===== src/rtl/core/dsp_pkg.sv =====
// Package with shared types and constants for the drum sample player.
`timescale 1ns / 1ps
package dsp_pkg;
	localparam int Voices   = 16;
	localparam int Slots    = 32;
	localparam int PcmWords = 65536;
	localparam int VW  = $clog2(Voices);
	localparam int SW  = $clog2(Slots);
	localparam int AW  = $clog2(PcmWords);
	localparam int QDEPTH = 4;
	localparam int QW  = $clog2(QDEPTH);

	typedef enum logic [2:0] {
		MODE_NOTE_ON  = 3'd0,
		MODE_TICK     = 3'd1,
		MODE_ALL_OFF  = 3'd2,
		MODE_LOAD_PCM = 3'd3,
		MODE_LOAD_SLOT = 3'd4
	} mode_t;

	typedef enum logic [1:0] {
		REG_BASE_NOTE    = 2'd0,
		REG_LOADED_SLOTS = 2'd1,
		REG_MASTER_GAIN  = 2'd2
	} reg_index_t;

	typedef struct packed {
		logic [2:0]         mode;
		logic [6:0]         note;
		logic [6:0]         velocity;
		logic [4:0]         slot_index;
		logic [15:0]        slot_start;
		logic [16:0]        slot_frames;
		logic [17:0]        slot_step;
		logic [15:0]        pcm_address;
		logic signed [15:0] pcm_value;
	} in_item_t;

	typedef struct packed {
		logic signed [19:0] mix_out;
		logic [4:0]         active_voices;
	} out_item_t;

	// Classified command handed from the front end to the back end.
	typedef enum logic [1:0] {
		CMD_NOTE_ON  = 2'd0,
		CMD_TICK     = 2'd1,
		CMD_ALL_OFF  = 2'd2
	} cmd_kind_t;

	typedef struct packed {
		cmd_kind_t    kind;
		logic [SW-1:0] slot;
		logic [15:0]  gain;
	} cmd_t;

	typedef enum logic [2:0] {
		ST_IDLE,
		ST_ALLOC,
		ST_FETCH,
		ST_READ,
		ST_INTERP,
		ST_ACC,
		ST_MIX,
		ST_OUT
	} be_state_t;
endpackage


===== src/rtl/core/dsp_front.sv =====
// Front end: takes requests, runs loads, maps note-ons and queues voice commands.
`timescale 1ns / 1ps
module dsp_front (
	input  logic              clk,
	input  logic              arst_n,
	input  logic              start,
	input  dsp_pkg::in_item_t req,
	output logic              busy,
	input  logic              cfg_we,
	input  logic [1:0]        cfg_index,
	input  logic [15:0]       cfg_data,
	output logic              pcm_we,
	output logic [dsp_pkg::AW-1:0] pcm_waddr,
	output logic [15:0]       pcm_wdata,
	output logic              slot_we,
	output logic [dsp_pkg::SW-1:0] slot_waddr,
	output logic [50:0]       slot_wdata,
	output logic [15:0]       master_gain,
	output logic              cmd_valid,
	output dsp_pkg::cmd_t     cmd,
	input  logic              cmd_pop,
	input  logic              back_idle
);
	import dsp_pkg::*;

	logic [6:0]  base_note_q;
	logic [5:0]  loaded_slots_q;
	logic [15:0] master_gain_q;
	cmd_t        fifo_q [QDEPTH];
	logic [QW-1:0] wr_q, rd_q;
	logic [QW:0] cnt_q;
	logic        accept, push, note_ok, is_load;
	logic [7:0]  slot_w;
	logic [21:0] vel_prod;
	logic [44:0] vel_quot;
	logic [15:0] gain_w;
	cmd_t        cmd_w;

	assign is_load = (req.mode == MODE_LOAD_PCM) || (req.mode == MODE_LOAD_SLOT);
	// Loads write the memories directly, so they wait until every queued command has run.
	assign busy   = (cnt_q == (QW+1)'(QDEPTH)) || (is_load && (cnt_q != '0 || !back_idle));
	assign accept = start && !busy;

	always_comb begin
		slot_w  = {1'b0, req.note} - {1'b0, base_note_q};
		note_ok = (req.note >= base_note_q) && ({2'b0, slot_w[5:0]} == slot_w)
			&& (slot_w[5:0] < loaded_slots_q) && (32'(slot_w) < Slots);
		// Rounded 24576*v/127: the quotient is below 2^15, found by multiply by reciprocal.
		// The reciprocal is exact for every product below 2^22.
		vel_prod = 22'(24576) * 22'(req.velocity) + 22'd63;
		vel_quot = 45'(vel_prod) * 45'(23'd4227331);
		gain_w   = 16'd8192 + vel_quot[44:29];
		cmd_w.slot = slot_w[SW-1:0];
		cmd_w.gain = gain_w;
		push = 1'b0;
		cmd_w.kind = CMD_TICK;
		unique case (req.mode)
			MODE_NOTE_ON: begin cmd_w.kind = CMD_NOTE_ON; push = accept && note_ok; end
			MODE_TICK:    begin cmd_w.kind = CMD_TICK;    push = accept; end
			MODE_ALL_OFF: begin cmd_w.kind = CMD_ALL_OFF; push = accept; end
			default: ;
		endcase
	end

	assign pcm_we     = accept && req.mode == MODE_LOAD_PCM;
	assign pcm_waddr  = req.pcm_address[AW-1:0];
	assign pcm_wdata  = req.pcm_value;
	assign slot_we    = accept && req.mode == MODE_LOAD_SLOT;
	assign slot_waddr = req.slot_index[SW-1:0];
	assign slot_wdata = {req.slot_start, req.slot_frames, req.slot_step};
	assign master_gain = master_gain_q;

	always_ff @(posedge clk or negedge arst_n) begin
		if (!arst_n) begin
			base_note_q    <= 7'd36;
			loaded_slots_q <= 6'd0;
			master_gain_q  <= 16'd16384;
		end else if (cfg_we) begin
			unique case (cfg_index)
				REG_BASE_NOTE:    base_note_q    <= cfg_data[6:0];
				REG_LOADED_SLOTS: loaded_slots_q <= cfg_data[5:0];
				REG_MASTER_GAIN:  master_gain_q  <= cfg_data;
				default: ;
			endcase
		end
	end

	always_ff @(posedge clk or negedge arst_n) begin
		if (!arst_n) begin
			wr_q <= '0; rd_q <= '0; cnt_q <= '0;
		end else begin
			if (push) wr_q <= wr_q + QW'(1);
			if (cmd_pop) rd_q <= rd_q + QW'(1);
			cnt_q <= cnt_q + (QW+1)'(push) - (QW+1)'(cmd_pop);
		end
	end

	always_ff @(posedge clk) begin
		if (push) fifo_q[wr_q] <= cmd_w;
	end

	assign cmd_valid = cnt_q != '0;
	assign cmd       = fifo_q[rd_q];
endmodule


===== config.mk =====
export PLATFORM = sky130hd
export DESIGN_NAME = dsp_front
export DESIGN_NICKNAME = d
export VERILOG_FILES = /design/src/rtl/core/dsp_pkg.sv /design/src/rtl/core/dsp_front.sv
export SDC_FILE = /design/constraint.sdc
export NUM_CORES = 1
export LEC_CHECK = 0
export ABC_AREA = 1
export BUFFER_PORTS_ARGS = -buffer_cell sky130_fd_sc_hd__buf_4
export CAP_MARGIN = 20
export CELL_PAD_IN_SITES_DETAIL_PLACEMENT = 1
export CELL_PAD_IN_SITES_GLOBAL_PLACEMENT = 1
export CORE_MARGIN = 2
export CORE_UTILIZATION = 42
export DETAILED_ROUTE_END_ITERATION = 8
export MAX_ROUTING_LAYER = met4
export PLACE_DENSITY_LB_ADDON = 0.1
export SYNTH_ARGS = -nofsm -noshare
export SYNTH_HDL_FRONTEND = slang
export SYNTH_SLANG_ARGS = --single-unit

===== constraint.sdc =====
create_clock -name clk -period 7.95 [get_ports clk]
set_clock_uncertainty 0.05 [all_clocks]
set_input_delay 0.3975 -clock clk [delete_from_list [all_inputs] [get_ports clk]]
set_output_delay 0.3975 -clock clk [all_outputs]
set_load 0.01 [all_outputs]

# Word level (Yosys, flattened, before mapping)
# Memory sizes are Yosys's and may differ from the RTL's.
# Index checks and enable logic that the tools add are counted.
# classes
muxes	4
addsub	7
n_eq_ne	7
n_reduce_logical	21
mul	2
magnitude_cmp	3
# op_table
cell	n
22-bit by 23-bit multiplier with 45-bit output, second input constant	1
22-bit by 6-bit adder with 22-bit output, second input constant	1
14-bit by 16-bit adder with 16-bit output, first input constant	1
2-bit by 7-bit multiplier with 9-bit output, first input constant	1
1-bit logical AND	8
8-bit by 6-bit less-than comparator with 1-bit output, second input constant	1
7-bit by 7-bit subtractor with 8-bit output	1
7-bit >= comparator	1
3-bit by 2-bit == test with 1-bit output, second input constant	2
3-bit == test, second input constant	2
6-bit less-than comparator	1
2-bit AND reduction	3
2-bit by 1-bit adder with 2-bit output, second input constant	2
2-bit zero test	2
2-bit one-hot mux with 2 select lines	1
3-bit by 1-bit adder with 3-bit output	1
3-bit by 1-bit == test with 1-bit output, second input constant	1
3-bit zero test	1
1-bit logical OR	3
3-bit nonzero test	1
3-bit by 1-bit subtractor with 3-bit output	1
2-bit by 1-bit == test with 1-bit output, second input constant	1
2-bit == test, second input constant	1
1-bit zero test	2
3 further kinds	4
# totals
ramBits	92
output_inout_bits	131
word_cells	51
regBits	36
memories	1
# memory_table
name	depth	width	read_ports	rd_ports_with_merged_regs	wr	line_no	text
fifo_q	4	23	1	0	1	dsp_front.sv:29	cmd_t fifo_q [QDEPTH];

# Logic depth before layout (Yosys ltp)
# logic_depth
word_depth	10
depth_mapped	32
mapped_depth_nobuf	32

# Least setup slack after synthesis
# OpenSTA, ideal clock, no wires.
# synth_timing
kind	input to register
startpoint	in req[88] in the netlist's numbering
endpoint	mem fifo_q[0][15] in the netlist's numbering (data pin)
t_required_ps	7632
t_arrival_ps	5010
path_slack_ps	2622
setup_time_ps	268
cell_stages	28
cell_sequence	ha_1 > fa_1 > nand4_1 > nand3_2 > xnor2_4 > inv_2 > ha_1 > ha_1 > inv_1 > fa_1 > inv_1 > ha_1 > inv_1 > ha_1 > inv_1 > ha_1 > ha_1 > ha_1 > a21o_1 > nor2_1 > o21ai_0 > nand2_1 > nand3_4 > nand2_2 > xor2_1 > ha_1 > nand3b_1 > nand2_1
# synth_lines
item	line_no	text
from (decl)	dsp_front.sv:7	input dsp_pkg::in_item_t req,
to (decl)	dsp_front.sv:29	

==> impl_metrics.ini <==
[floorplanning]
die_area_mm2 = 0.02227
start_util_pct = 42.40
coreArea_mm2 = 0.02089
dieWidth_um = 149.2
pin_count = 260
row_count = 53
die_y_um = 149.2

[timing]
min_period_ns = 5.582
report.final.slew_viol_count = 0
fmax_mhz = 179.1
finalCritPeriodShare_pct = 70.22
fin_tns_setup_ns = 0
tightest_slew_ns = 0.8682
finalHoldViolations = 0
setup_ws_ns = 2.368
slew_headroom_pct = 41.96
rsz0062_at_grt = false
setup_viol = 0
holdWs_ns = 0.1449

[setup_path]
crit_slowest_cell = xor2_1
slowest_delay_ns = 0.49
crit_path_start_kind = input port
cp_max_fo = 5
cp.required_ns = 8.04
end_kind = flop
setup.worst_path.class = in2reg
r2r_cells = 20
crit_arrival_ns = 5.68
cp_common_cell = ha_1

[clock_tree]
holdBufCountCts = 1
cts.clk_slew.worst_paths_ns = 0.06
htreeDepth = 4
root_buffer = clkbuf_16
cts_num_sinks = 128
cts_post_setup_buffers_inserted = 0
cts_tree = built
clk_path_buf_depth = 2
numCtsBuffers = 17
clock_latency_ns = 0.42
ctsResizeCount = 0

[synth]
async_flop_share_pct = 28.13
ys.warnings.count = 0
synth_edf_count = 92
avgSynthCellArea_um2 = 9.236
ys.flop_type = edfxtp_1
syn_area_mm2 = 0.008857
synthDistinctLibCells = 45
synthCells = 959
synth_nets = 1203
synth_seq_cells = 128
ys_seq_area_share_pct = 41.40

[pwr]
peakVddDrop_uv = 469.0
leakagePower_nw = 4.528
p_per_area_mw_per_mm2 = 355.8

[final_layout]
utilization_pct = 46.45
layout-drive-gt1-share_pct = 17.68
final_nets = 1204
diodes = 0
mostFrequentLayoutCells = nand2_1, inv_1, ha_1, nor2_1, edfxtp_1
final_common_cell = nand2_1
area_growth_pct = 9.535

[min_path]
hold_class = in2reg
whs_path_depth = 2

[drt]
first_pass_iters = 4
routed_via_density = 5.103
wl_um = 20870
drt_iter0_drc = 218
drc = 0
drtAntennaViolNets = 0
dr_total_vias = 6368
wire_per_inst_um = 16.72

[global_route]
grt_pass1_vias = 6463
grt_max_degree = 49
grt_use_total_pct = 20.06
grt-ovfl-total = 0
grt_first_pass_wirelength_um = 33640
antenna_found_initial = 0

[run]
max_cap_viol_count = 0

[place]
port_buffers = 83
dpl_worst_slack_ns = 1.913
gp_congestion = 0.8563
detailed_place_hpwl_um = 15780

[status]
status = completed
==> flip-flops by register name, summed over array words and instances (netlist names) <==
name	cells
fifo_q	92
cnt_q	3
wr_q	2
rd_q	2
master_gain	16
base_note_q	7
loaded_slots_q	6
==> final timing paths <==
kind,startpoint,to,slack (ns)
hold / removal,cmd_pop,rd_q[0],0.14
min in group asynchronous,arst_n,cnt_q[0],0.43
setup / recovery,req[90],fifo_q[2][15],2.37
setup reg to reg,base_note_q[2],cnt_q[2],3.99
max in group asynchronous,arst_n,base_note_q[2],7.04
hold reg to reg,loaded_slots_q[1],loaded_slots_q[1],0.43
==> metrics by stage <==
step | area, µm² | instances | total power, mW
finish | 9702 | 1248 | 3.452
floorplan | 8857 | 959 | 2.175
global placement | 9121 | 1215 | 2.720
global route | 9702 | 1248 | 3.768
detailed placement | 9121 | 1215 | 2.750
CTS | 9702 | 1248 | 3.513
==> synthesized netlist by cell type, types with 7 or more instances <==
| cell type | number | area [µm²] |
|---|---|---|
| a21oi_1 | 28 | 140.1 |
| buf_4 | 89 | 668.1 |
| clkbuf_1 | 15 | 56.30 |
| dfrtp_1 | 33 | 825.8 |
| edfxtp_1 | 92 | 2763 |
| ha_1 | 110 | 1376 |
| inv_1 | 123 | 461.7 |
| inv_2 | 7 | 26.28 |
| mux2_2 | 9 | 101.4 |
| nand2_1 | 127 | 476.7 |
| nand2_2 | 8 | 50.05 |
| nand3_1 | 34 | 170.2 |
| nand4_1 | 11 | 68.82 |
| nor2_1 | 97 | 364.1 |
| nor2_2 | 8 | 50.05 |
| o21ai_0 | 71 | 355.3 |
| o22ai_1 | 23 | 143.9 |
| xor2_1 | 14 | 122.6 |
==> power breakdown <==
part / internal (mW) / switching (mW) / total, mW / leakage (nW)
clock: 0.435 / 0.301 / 0.736 / 0.281
combinational: 0.664 / 1.15 / 1.82 / 2.98
sequential: 0.847 / 0.0537 / 0.901 / 1.26
==> final cells by class <==
cell class              instances  area [µm²]
clock buffers                  20       471.7
clock inverters                12       98.84
fillers                      2391       11190
inverters                     132       495.5
multi-input cells             592        3954
flip-flops and latches        128        3667
well taps                     275       344.1
repair buffers                 89       670.6
==> worst max-delay path: cells and delay by family <==
family | cells | cell delay (ns)
adder cells (fa/ha/maj) | 10 | 2.85
AND/OR/NAND/NOR | 11 | 1.20
XOR/XNOR | 1 | 0.49
AO/OA/AOI/OAI | 3 | 0.46
buffers and inverters | 5 | 0.30
==> cell families (layout without fill, tap and decap cells) <==
family                     after synthesis  in the layout  share of synthesized area [%]
AOI/OAI and AO/OA                      143            143                          8.984
xor gates and xnor gates                19             19                          2.091
and+or+nand+nor                        306            306                          15.69
adders and majority gates              115            115                          16.67
muxes                                    9              9                          1.144
buffers and inverters                  239            253                          14.01
DFF                                    128            128                          41.40
==> metal layers <==
layer	share of wire, %	global-route usage [%]	vias up
met5	0	-	-
met4	1.8	5.714	0
met3	4.1	4.006	47
met2	47	31.34	122
met1	47	26.63	3068
li1	-	-	3131
Note: power is estimated with default switching activity, not from simulation.
